`config.mk`:
```
export PLATFORM = sky130hd
export DESIGN_NAME = wiper_mode_sequencer_top
export DESIGN_NICKNAME = d
export VERILOG_FILES = /design/src/rtl/wms_pkg.sv /design/src/rtl/wiper_mode_sequencer_top.sv
export SDC_FILE = /design/constraint.sdc
export NUM_CORES = 1
export LEC_CHECK = 0
export BUFFER_PORTS_ARGS = -buffer_cell sky130_fd_sc_hd__buf_4
export CAP_MARGIN = 15
export CORE_ASPECT_RATIO = 2
export CORE_MARGIN = 4
export CORE_UTILIZATION = 30
export CTS_CLUSTER_DIAMETER = 100
export DETAILED_ROUTE_END_ITERATION = 8
export GPL_TIMING_DRIVEN = 0
export PLACE_DENSITY = 0.57
export SYNTH_ARGS = -nofsm -noshare
export SYNTH_HDL_FRONTEND = slang
export SYNTH_SLANG_ARGS = --single-unit
```
`constraint.sdc`:
```
create_clock -name clk_i -period 3.13 [get_ports clk_i]
set_input_delay 0.626 -clock clk_i [delete_from_list [all_inputs] [get_ports clk_i]]
set_output_delay 0.626 -clock clk_i [all_outputs]
set_load 0.01 [all_outputs]
```
`src/rtl/wms_pkg.sv`:
```
// wiper mode sequencer package: mode and command codes, register indexes, field widths
// no dependencies; used by wiper_mode_sequencer_top

package wms_pkg;

  // field and port widths
  localparam int unsigned CFG_DATA_W  = 16;
  localparam int unsigned CFG_IDX_W   = 3;
  localparam int unsigned MODE_W      = 3;
  localparam int unsigned CMD_W       = 2;
  localparam int unsigned IN_TDATA_W  = 8;
  localparam int unsigned OUT_TDATA_W = 8;
  localparam int unsigned COUNT_BITS_DEF = 16;

  // request kinds carried in tuser
  localparam logic REQ_TICK = 1'b0;
  localparam logic REQ_SET  = 1'b1;

  // wiper modes
  typedef enum logic [MODE_W-1:0] {
    MODE_OFF    = 3'd0,
    MODE_LOW    = 3'd1,
    MODE_HIGH   = 3'd2,
    MODE_AUTO   = 3'd3,
    MODE_WASH   = 3'd4,
    MODE_REPAIR = 3'd5,
    MODE_IDLE   = 3'd6
  } mode_e;

  // motor commands
  typedef enum logic [CMD_W-1:0] {
    CMD_OFF  = 2'd0,
    CMD_LOW  = 2'd1,
    CMD_HIGH = 2'd2
  } cmd_e;

  // configuration register indexes
  typedef enum logic [CFG_IDX_W-1:0] {
    REG_PARK_HOLD    = 3'd0,
    REG_WASH_FIRST   = 3'd1,
    REG_WASH_PAUSE   = 3'd2,
    REG_WASH_SECOND  = 3'd3,
    REG_REPAIR_TICKS = 3'd4
  } reg_idx_e;

endpackage

```
`src/rtl/wiper_mode_sequencer_top.sv`:
```
// wiper mode sequencer: mode register, per-mode counters and one result register
// depends on wms_pkg
//
// channel    dir   tdata (low bit up)                          tuser
// s_axis     in    new_mode[2:0] park_level park_rise pad[7:5]  req_type
// m_axis     out   drive_valid drive_cmd[1:0] mode_now[2:0] pad  -
// cfg        in    cfg_idx_i selects register, cfg_data_i value  -
//
// one transaction per cycle; each result shows in the cycle after its input
// transaction. all next-state and result logic is one pass of compares and
// increments on the counters. reset puts the mode to idle and clears every
// counter and register. a stalled result holds in the output register and
// the input side stops only while that register is full and not taken.

module wiper_mode_sequencer_top #(
  parameter int unsigned COUNT_BITS = wms_pkg::COUNT_BITS_DEF
) (
  input  logic                              clk_i,
  input  logic                              rst_ni,
  // configuration write port
  input  logic                              cfg_we_i,
  input  logic [wms_pkg::CFG_IDX_W-1:0]     cfg_idx_i,
  input  logic [wms_pkg::CFG_DATA_W-1:0]    cfg_data_i,
  // input stream
  input  logic                              s_axis_tvalid,
  output logic                              s_axis_tready,
  input  logic [wms_pkg::IN_TDATA_W-1:0]    s_axis_tdata,  // new_mode, park_level, park_rise
  input  logic                              s_axis_tuser,  // req_type
  // result stream
  output logic                              m_axis_tvalid,
  input  logic                              m_axis_tready,
  output logic [wms_pkg::OUT_TDATA_W-1:0]   m_axis_tdata   // drive_valid, drive_cmd, mode_now
);

  import wms_pkg::*;

  localparam int unsigned CMP_W  = (COUNT_BITS > CFG_DATA_W) ? COUNT_BITS : CFG_DATA_W;
  localparam int unsigned OPAD_W = OUT_TDATA_W - 1 - CMD_W - MODE_W;
  localparam logic [COUNT_BITS-1:0] CntOne = COUNT_BITS'(1);

  typedef logic [COUNT_BITS-1:0] cnt_t;
  typedef logic [CMP_W-1:0]      cmp_t;

  // configuration registers
  logic [CFG_DATA_W-1:0] park_hold_q, wash_first_q, wash_pause_q, wash_second_q, repair_ticks_q;

  // state
  mode_e mode_q, mode_d;
  cnt_t  park_cnt_q, park_cnt_d;
  cnt_t  first_cnt_q, first_cnt_d;
  cnt_t  pause_cnt_q, pause_cnt_d;
  cnt_t  second_cnt_q, second_cnt_d;
  cnt_t  repair_cnt_q, repair_cnt_d;

  // result register
  logic                   out_valid_q;
  logic [OUT_TDATA_W-1:0] out_data_q;

  logic                   in_acc;
  logic [MODE_W-1:0]      in_mode;
  logic                   in_level;
  logic                   in_rise;
  logic                   drv_valid;
  cmd_e                   drv_cmd;

  assign in_mode  = s_axis_tdata[MODE_W-1:0];
  assign in_level = s_axis_tdata[MODE_W];
  assign in_rise  = s_axis_tdata[MODE_W+1];

  assign s_axis_tready = !out_valid_q || m_axis_tready;
  assign in_acc        = s_axis_tvalid && s_axis_tready;
  assign m_axis_tvalid = out_valid_q;
  assign m_axis_tdata  = out_data_q;

  // configuration writes
  always_ff @(posedge clk_i or negedge rst_ni) begin
    if (!rst_ni) begin
      park_hold_q    <= '0;
      wash_first_q   <= '0;
      wash_pause_q   <= '0;
      wash_second_q  <= '0;
      repair_ticks_q <= '0;
    end else if (cfg_we_i) begin
      unique case (cfg_idx_i)
        REG_PARK_HOLD:    park_hold_q    <= cfg_data_i;
        REG_WASH_FIRST:   wash_first_q   <= cfg_data_i;
        REG_WASH_PAUSE:   wash_pause_q   <= cfg_data_i;
        REG_WASH_SECOND:  wash_second_q  <= cfg_data_i;
        REG_REPAIR_TICKS: repair_ticks_q <= cfg_data_i;
        default: ;
      endcase
    end
  end

  // next mode, counters and drive command for one transaction
  always_comb begin
    cnt_t first_new;
    cnt_t pause_new;
    cnt_t second_new;

    mode_d       = mode_q;
    park_cnt_d   = park_cnt_q;
    first_cnt_d  = first_cnt_q;
    pause_cnt_d  = pause_cnt_q;
    second_cnt_d = second_cnt_q;
    repair_cnt_d = repair_cnt_q;
    drv_valid    = 1'b0;
    drv_cmd      = CMD_OFF;
    first_new    = in_rise ? (first_cnt_q + CntOne) : first_cnt_q;
    pause_new    = pause_cnt_q + CntOne;
    second_new   = in_rise ? (second_cnt_q + CntOne) : second_cnt_q;

    if (s_axis_tuser == REQ_SET) begin
      // code seven is dropped
      if (in_mode <= MODE_W'(MODE_IDLE)) begin
        mode_d = mode_e'(in_mode);
      end
    end else begin
      // counters of the other modes are cleared on a tick
      if (mode_q != MODE_OFF) begin
        park_cnt_d = '0;
      end
      if (mode_q != MODE_WASH) begin
        first_cnt_d  = '0;
        pause_cnt_d  = '0;
        second_cnt_d = '0;
      end
      if (mode_q != MODE_REPAIR) begin
        repair_cnt_d = '0;
      end

      unique case (mode_q)
        MODE_OFF: begin
          if (cmp_t'(park_cnt_q) < cmp_t'(park_hold_q)) begin
            if (in_level) begin
              park_cnt_d = park_cnt_q + CntOne;
            end else begin
              park_cnt_d = '0;
              drv_valid  = 1'b1;
              drv_cmd    = CMD_LOW;
            end
          end else if (cmp_t'(park_cnt_q) == cmp_t'(park_hold_q)) begin
            drv_valid = 1'b1;
            drv_cmd   = CMD_OFF;
            mode_d    = MODE_IDLE;
          end
        end
        MODE_LOW: begin
          drv_valid = 1'b1;
          drv_cmd   = CMD_LOW;
        end
        MODE_HIGH: begin
          drv_valid = 1'b1;
          drv_cmd   = CMD_HIGH;
        end
        MODE_WASH: begin
          if (cmp_t'(first_cnt_q) < cmp_t'(wash_first_q)) begin
            // first sweep phase
            first_cnt_d = first_new;
            if (!in_rise) begin
              drv_valid = 1'b1;
              drv_cmd   = CMD_LOW;
            end
            if (cmp_t'(first_new) == cmp_t'(wash_first_q)) begin
              drv_valid = 1'b1;
              drv_cmd   = CMD_OFF;
            end
          end else if (cmp_t'(first_cnt_q) == cmp_t'(wash_first_q) &&
                       cmp_t'(pause_cnt_q) < cmp_t'(wash_pause_q)) begin
            // pause phase
            pause_cnt_d = pause_new;
            if (cmp_t'(pause_new) == cmp_t'(wash_pause_q)) begin
              drv_valid = 1'b1;
              drv_cmd   = CMD_LOW;
            end
          end else if (cmp_t'(pause_cnt_q) == cmp_t'(wash_pause_q) &&
                       cmp_t'(second_cnt_q) < cmp_t'(wash_second_q)) begin
            // second sweep phase
            second_cnt_d = second_new;
            if (cmp_t'(second_new) == cmp_t'(wash_second_q)) begin
              mode_d = MODE_OFF;
            end
          end
        end
        MODE_REPAIR: begin
          drv_valid = 1'b1;
          if (cmp_t'(repair_cnt_q) < cmp_t'(repair_ticks_q)) begin
            repair_cnt_d = repair_cnt_q + CntOne;
            drv_cmd      = CMD_LOW;
          end else begin
            drv_cmd = CMD_OFF;
            mode_d  = MODE_IDLE;
          end
        end
        default: ;
      endcase
    end
  end

  // state and result register
  always_ff @(posedge clk_i or negedge rst_ni) begin
    if (!rst_ni) begin
      mode_q       <= MODE_IDLE;
      park_cnt_q   <= '0;
      first_cnt_q  <= '0;
      pause_cnt_q  <= '0;
      second_cnt_q <= '0;
      repair_cnt_q <= '0;
      out_valid_q  <= 1'b0;
    end else begin
      if (in_acc) begin
        mode_q       <= mode_d;
        park_cnt_q   <= park_cnt_d;
        first_cnt_q  <= first_cnt_d;
        pause_cnt_q  <= pause_cnt_d;
        second_cnt_q <= second_cnt_d;
        repair_cnt_q <= repair_cnt_d;
        out_valid_q  <= 1'b1;
      end else if (m_axis_tready) begin
        out_valid_q  <= 1'b0;
      end
    end
  end

  // result payload
  always_ff @(posedge clk_i or negedge rst_ni) begin
    if (!rst_ni) begin
      out_data_q <= '0;
    end else if (in_acc) begin
      out_data_q <= {{OPAD_W{1'b0}}, mode_d, drv_cmd, drv_valid};
    end
  end

`ifndef SYNTHESIS
  // a nonzero command is only reported with drive_valid set
  assert property (@(posedge clk_i) disable iff (!rst_ni)
    m_axis_tvalid |-> (m_axis_tdata[0] || m_axis_tdata[CMD_W:1] == CMD_OFF))
    else $error("drive_cmd set without drive_valid");

  // every accepted transaction lands in the result register
  assert property (@(posedge clk_i) disable iff (!rst_ni)
    in_acc |=> out_valid_q)
    else $error("accepted transaction lost its result");

  // a tick outside repair leaves the repair counter cleared
  assert property (@(posedge clk_i) disable iff (!rst_ni)
    (in_acc && s_axis_tuser == REQ_TICK && mode_q != MODE_REPAIR) |=> repair_cnt_q == '0)
    else $error("repair counter not cleared");

  // a tick outside wash leaves all wash counters cleared
  assert property (@(posedge clk_i) disable iff (!rst_ni)
    (in_acc && s_axis_tuser == REQ_TICK && mode_q != MODE_WASH) |=>
      (first_cnt_q == '0 && pause_cnt_q == '0 && second_cnt_q == '0))
    else $error("wash counters not cleared");
`endif

endmodule
```
Word-level counts from Yosys, hierarchy flattened
Index checks and enable logic that the tools add are counted.
{"block": "op_classes", "addsub": 5, "magnitude_cmp": 6, "n_eq_ne": 16, "mux": 53, "n_bitwise": 1, "n_reduce_logical": 16}
{"cell": "two-way mux 16 bit", "count": 21}
{"cell": "equality test 16 bit", "count": 6}
{"cell": "adder 16 x 1 -> 16 bit, second input constant", "count": 5}
{"cell": "less-than comparator 16 bit", "count": 5}
{"cell": "two-way mux 3 bit", "count": 9}
{"cell": "two-way mux 1 bit", "count": 16}
{"cell": "AND reduction 2 bit", "count": 6}
{"cell": "case mux 2 bit (5 select lines)", "count": 1}
{"cell": "equality test 3 x 2 -> 1 bit, second input constant", "count": 3}
{"cell": "equality test 3 bit, second input constant", "count": 3}
{"cell": "case mux 3 bit (3 select lines)", "count": 1}
{"cell": "two-way mux 2 bit", "count": 4}
{"cell": "equality test 3 x 1 -> 1 bit, second input constant", "count": 2}
{"cell": "logical NOT 3 bit", "count": 2}
{"cell": "!= test 3 bit, second input constant", "count": 2}
{"cell": "<= comparator 3 bit, second input constant", "count": 1}
{"cell": "logical AND 1 bit", "count": 3}
{"cell": "case mux 1 bit (3 select lines)", "count": 1}
{"cell": "nonzero test 3 bit", "count": 1}
{"cell": "OR reduction 3 bit", "count": 1}
{"cell": "nonzero test 2 bit", "count": 1}
{"cell": "logical NOT 1 bit", "count": 1}
{"cell": "logical OR 1 bit", "count": 1}
{"cell": "inverter 1 bit", "count": 1}
{"block": "word_totals", "regBits": 170}

Depth between registers and ports, before layout
{"block": "depth", "word_depth": 9, "ltp_mapped": 12, "ltp_nobuf": 10}

Worst setup path before layout
No wires, ideal clock.
{"block": "synth_path", "path_type": "reg2reg", "from": "register wash_second_q[5]", "to": "register second_cnt_q[3]", "setup_ps": 96, "arrival_time_ps": 2638, "path_slack_ps": 396, "path_stages_with_launch": 13, "n_path_buf": 2, "synth_period_minus_slack_ps": 2734, "cell_sequence": "dfrtp_1 > inv_1 > ha_1 > a21o_1 > a21o_1 > a21o_1 > a221oi_1 > nor2_1 > or3_1 > clkbuf_1 > or2_0 > clkbuf_1 > o31ai_1"}
{"block": "synth_via", "elab_chain_cells": 6}
{"element": "start: declaration", "line": "wiper_mode_sequencer_top.sv:45", "rtl": "logic [CFG_DATA_W-1:0] park_hold_q, wash_first_q, wash_pause_q, wash_second_q, repair_ticks_q;"}
{"element": "start signal: assignment", "line": "wiper_mode_sequencer_top.sv:88", "rtl": "REG_WASH_SECOND: wash_second_q <= cfg_data_i;"}
{"element": "less-than comparator 16 bit", "line": "wiper_mode_sequencer_top.sv:177", "rtl": "cmp_t'(second_cnt_q) < cmp_t'(wash_second_q)) begin"}
{"element": "logical AND 1 bit", "line": "wiper_mode_sequencer_top.sv:176", "rtl": "end else if (cmp_t'(pause_cnt_q) == cmp_t'(wash_pause_q) &&"}
{"element": "two-way mux 16 bit", "line": "wiper_mode_sequencer_top.sv:176"}
{"element": "two-way mux 16 bit", "line": "wiper_mode_sequencer_top.sv:168", "rtl": "end else if (cmp_t'(first_cnt_q) == cmp_t'(wash_first_q) &&"}
{"element": "two-way mux 16 bit", "line": "wiper_mode_sequencer_top.sv:157", "rtl": "if (cmp_t'(first_cnt_q) < cmp_t'(wash_first_q)) begin"}
{"element": "two-way mux 16 bit", "line": "wiper_mode_sequencer_top.sv:132", "rtl": "unique case (mode_q)"}
{"element": "end signal: assignment", "line": "wiper_mode_sequencer_top.sv:216", "rtl": "second_cnt_q <= second_cnt_d;"}
{"element": "end: declaration", "line": "wiper_mode_sequencer_top.sv:52", "rtl": "cnt_t second_cnt_q, second_cnt_d;"}
Every way passes these cells.
A chain may end at the register's enable or synchronous reset.

Final worst setup path
{"block": "layout_path", "from": "register first_cnt_q[0]", "to": "register out_data_q[0] (netlist: m_axis_tdata[0])"}
{"block": "layout_via", "elab_chain_cells": 7, "elab_cells_between_ends": 11, "cone_classes": "1 x add/sub; 1 x order compare; 2 x eq/ne; 6 x mux; 1 x reduce/logical"}
{"element": "start: declaration", "line": "wiper_mode_sequencer_top.sv:50", "rtl": "cnt_t first_cnt_q, first_cnt_d;"}
{"element": "start signal: assignment", "line": "wiper_mode_sequencer_top.sv:214", "rtl": "first_cnt_q <= first_cnt_d;"}
{"element": "adder 16 x 1 -> 16 bit", "line": "wiper_mode_sequencer_top.sv:109", "rtl": "first_new = in_rise ? (first_cnt_q + CntOne) : first_cnt_q;"}
{"element": "two-way mux 16 bit", "line": "wiper_mode_sequencer_top.sv:109"}
{"element": "equality test 16 bit", "line": "wiper_mode_sequencer_top.sv:164", "rtl": "if (cmp_t'(first_new) == cmp_t'(wash_first_q)) begin"}
{"element": "two-way mux 1 bit", "line": "wiper_mode_sequencer_top.sv:164"}
{"element": "two-way mux 1 bit *", "line": "wiper_mode_sequencer_top.sv:157"}
{"element": "case mux 1 bit (3 select lines) *", "line": "wiper_mode_sequencer_top.sv:132"}
{"element": "two-way mux 1 bit *", "line": "wiper_mode_sequencer_top.sv:113", "rtl": "if (s_axis_tuser == REQ_SET) begin"}
{"element": "end signal: assignment", "line": "wiper_mode_sequencer_top.sv:230", "rtl": "out_data_q <= {{OPAD_W{1'b0}}, mode_d, drv_cmd, drv_valid};"}
{"element": "end: declaration", "line": "wiper_mode_sequencer_top.sv:57", "rtl": "logic [OUT_TDATA_W-1:0] out_data_q;"}
Every way passes the cells marked *; elsewhere a longest branch is shown, timed or not.

==> impl_metrics.py <==
metrics = {
    "outcome": {
        "status": "complete, no violations",
    },
    "critical_path": {
        "rr_startpoint": "first_cnt_q[0]",
        "max_stage_delay_ps": 470,
        "cp_slowest_cell": "dfrtp_2",
        "crit_fanout": 7,
        "end_kind": "register",
        "critPathCapture": "m_axis_tdata[0]",
        "cp.arrival_ps": 3480,
        "r2r_setup_slack_ps": 50,
        "critPathKind": "register to register",
        "cp-start-kind": "register",
        "cp.required_ps": 3530,
        "rr_endpoint": "m_axis_tdata[0]",
        "crit_chain": "inv_1 > ha_1 > nand4_1 > a211o_1 > nor4b_2 > nand4_1 > buf_4 > a211o_1 > a2111o_1 > a2bb2oi_4 > o22a_1",
        "reg2reg_depth": 11,
        "startpoint": "first_cnt_q[0]",
    },
    "placement": {
        "gp_congestion": 0.920,
        "dp.cells": 1751,
        "post-place-ws_ps": -658,
        "portBuffers": 36,
        "dp_hpwl_microns": 26600,
        "post_dp_cell_area_sq_um": 11900,
    },
    "pwr": {
        "ir_drop_v": 0.000379,
        "powerDensity_nw_per_um2": 481,
        "power_mw": 6.11,
        "leakagePower_nw": 5.55,
    },
    "layout": {
        "final_core_util_pct": 34.9,
        "instances_no_fill": 1781,
        "layout.nets": 1431,
        "antennaDiodeCount": 0,
        "final_cell_mix": "164 x dfrtp_1, 140 x nand2_1, 104 x inv_1, 83 x nor2_1, 82 x ha_1",
        "final_common_cell": "dfrtp_1",
        "drive_gt1_share_pct": 11.1,
        "final_area_sq_um": 12700,
        "area_growth_pct": 15.0,
    },
    "logic_synthesis": {
        "synth-async-reset-ratio_pct": 100,
        "ys_seq_area_share_pct": 38.3,
        "synth_cell_type_count": 81,
        "syn_avg_cell_area_sq_um": 8.78,
        "synth_edf_count": 0,
        "ys.flop_type": "dfrtp_1",
        "yosys_warnings": 0,
        "synth_area_sq_um": 11000,
        "synth-seq-cells": 169,
        "netlist_instances": 1259,
    },
    "die": {
        "die_h_microns": 279,
        "num_rows": 99,
        "die_w_microns": 144,
        "initial_core_util_pct": 30.3,
        "core_sq_um": 36400,
        "dieArea_sq_um": 40100,
        "ioPinCount": 43,
    },
    "clocking": {
        "clock_latency_ps": 460,
        "htreeDepth": 4,
        "cts_buffers": 17,
        "cts.sinks": 169,
        "cts_hold_buf": 0,
        "clk_root_buffer_cell": "clkbuf_16",
        "cts_tree": "done",
        "clockBufferDepth": 2,
        "clk_pin_slew_ps": 70,
    },
    "sta": {
        "setup_tns_ps": 0,
        "finClkSkew_ps": 15.0,
        "setup-violations-final": 0,
        "fmax_mhz": 325,
        "drv_slew": 0,
        "slew_headroom_pct": 38.9,
        "tightest_slew_ps": 916,
        "timing.hold.ws_ps": 215,
        "min_period_ps": 3080,
        "post-route-period-util_pct": 98.3,
        "finalWorstSetupSlack_ps": 52.3,
        "hold_viol": 0,
        "rsz0062_at_grt": "yes",
    },
    "detailed_routing": {
        "drc_errors": 0,
        "vias_per_cell": 5.40,
        "first_iter_violations": 434,
        "num_vias": 9615,
        "wl_microns": 34400,
        "drt_first_pass_iters": 4,
        "wl_per_cell_microns": 19.3,
        "ant_nets": 0,
    },
    "global_routing": {
        "grt-ovfl-total": 0,
        "antenna_found_initial": 0,
        "grt.total_usage_pct": 17.5,
        "grt_first_pass_wirelength_microns": 53800,
        "grt_max_degree": 93,
        "grt_pass1_vias": 9914,
    },
    "hold_path": {
        "min_path_type": "input port to asynchronous set/reset pin",
    },
    "run": {
        "cap_violations": 0,
    },
}
-- report_power, final --
group	switching [mW]	total, mW	leakage, nW	internal [mW]
clock	0.934	2.13	0.278	1.20
combinational	0.811	1.35	3.09	0.540
sequential	0.190	2.63	2.19	2.44
total	1.94	6.11	5.55	4.18
-- sequential cells by signal (all words and copies together) (netlist names) --
name and cells:
wash_first_q 16, wash_second_q 16, first_cnt_q 16, m_axis_tdata 5, wash_pause_q 16, repair_ticks_q 16, second_cnt_q 16, park_cnt_q 16
pause_cnt_q 16, mode_q 3, park_hold_q 16, repair_cnt_q 16, m_axis_tvalid 1
-- cell usage after synthesis, types with 26 or more instances --
cell      count  area (sq um)
dfrtp_1     167          4180
o21ai_0      76           380
nor2_1       84           315
nand2_1     140           526
a21oi_1      41           205
o21ai_1      51           255
nand4_1      38           238
xor2_1       26           228
nand3_1      32           160
inv_1       104           390
ha_1         83          1040
clkbuf_1     42           158
xnor2_1      61           534
-- timing repair --
action / in CTS / in global routing
pin swaps: 4 / 3
gates resized for setup: 28 / 15
buffers inserted: 1 / 1
setup endpoints to repair: 37 / 23
-- logic make-up (layout without fill, tap and decap cells) --
logic type	Yosys count	in the layout	synth area share [%]
AND/OR/NAND/NOR	428	428	19.4
AO/OA/AOI/OAI	306	306	17.6
flip-flops	169	169	38.3
buffers and inverters	157	224	5.52
XOR/XNOR	87	87	6.90
adder cells (fa/ha/maj)	84	84	9.49
multiplexers	27	27	2.73
other	1	2	0.0339
-- critical path, delay by kind of cell, from the launching register on --
family	cells	cell delay, ps
flops	1	470
fa+ha+maj	1	270
compound gates	5	1330
simple gates	3	700
buf+inv	2	250
-- cell type report --
class | count | area, sq um
plain buffers | 49 | 210
clock buffers | 22 | 494
clock inverters | 9 | 90.1
fillers | 3870 | 23700
inverters | 105 | 394
multi-input cells | 934 | 6390
flip-flops and latches | 169 | 4240
well taps | 454 | 568
repair buffers | 39 | 320
-- worst min-delay path by stage --
stage	from	end	slack, ps	depth (start not counted)
CTS	rst_ni	park_hold_q[3]	240	1
finish	rst_ni	first_cnt_q[3]	220	1
global placement	m_axis_tdata[2]	m_axis_tdata[2]	480	2
detailed placement	m_axis_tdata[2]	m_axis_tdata[2]	470	2
global route	rst_ni	first_cnt_q[0]	280	1
floorplan	rst_ni	first_cnt_q[0]	330	0
-- routing by layer --
metal  track usage (%)  vias up  wire (microns)
met2              32.4      246           18400
met1              17.5     4656           12400
met5                 0        -               0
met4              11.6        0            2500
li1                  -     4595               -
met3              2.78      118            1080
(Power assumes the default switching activity.)
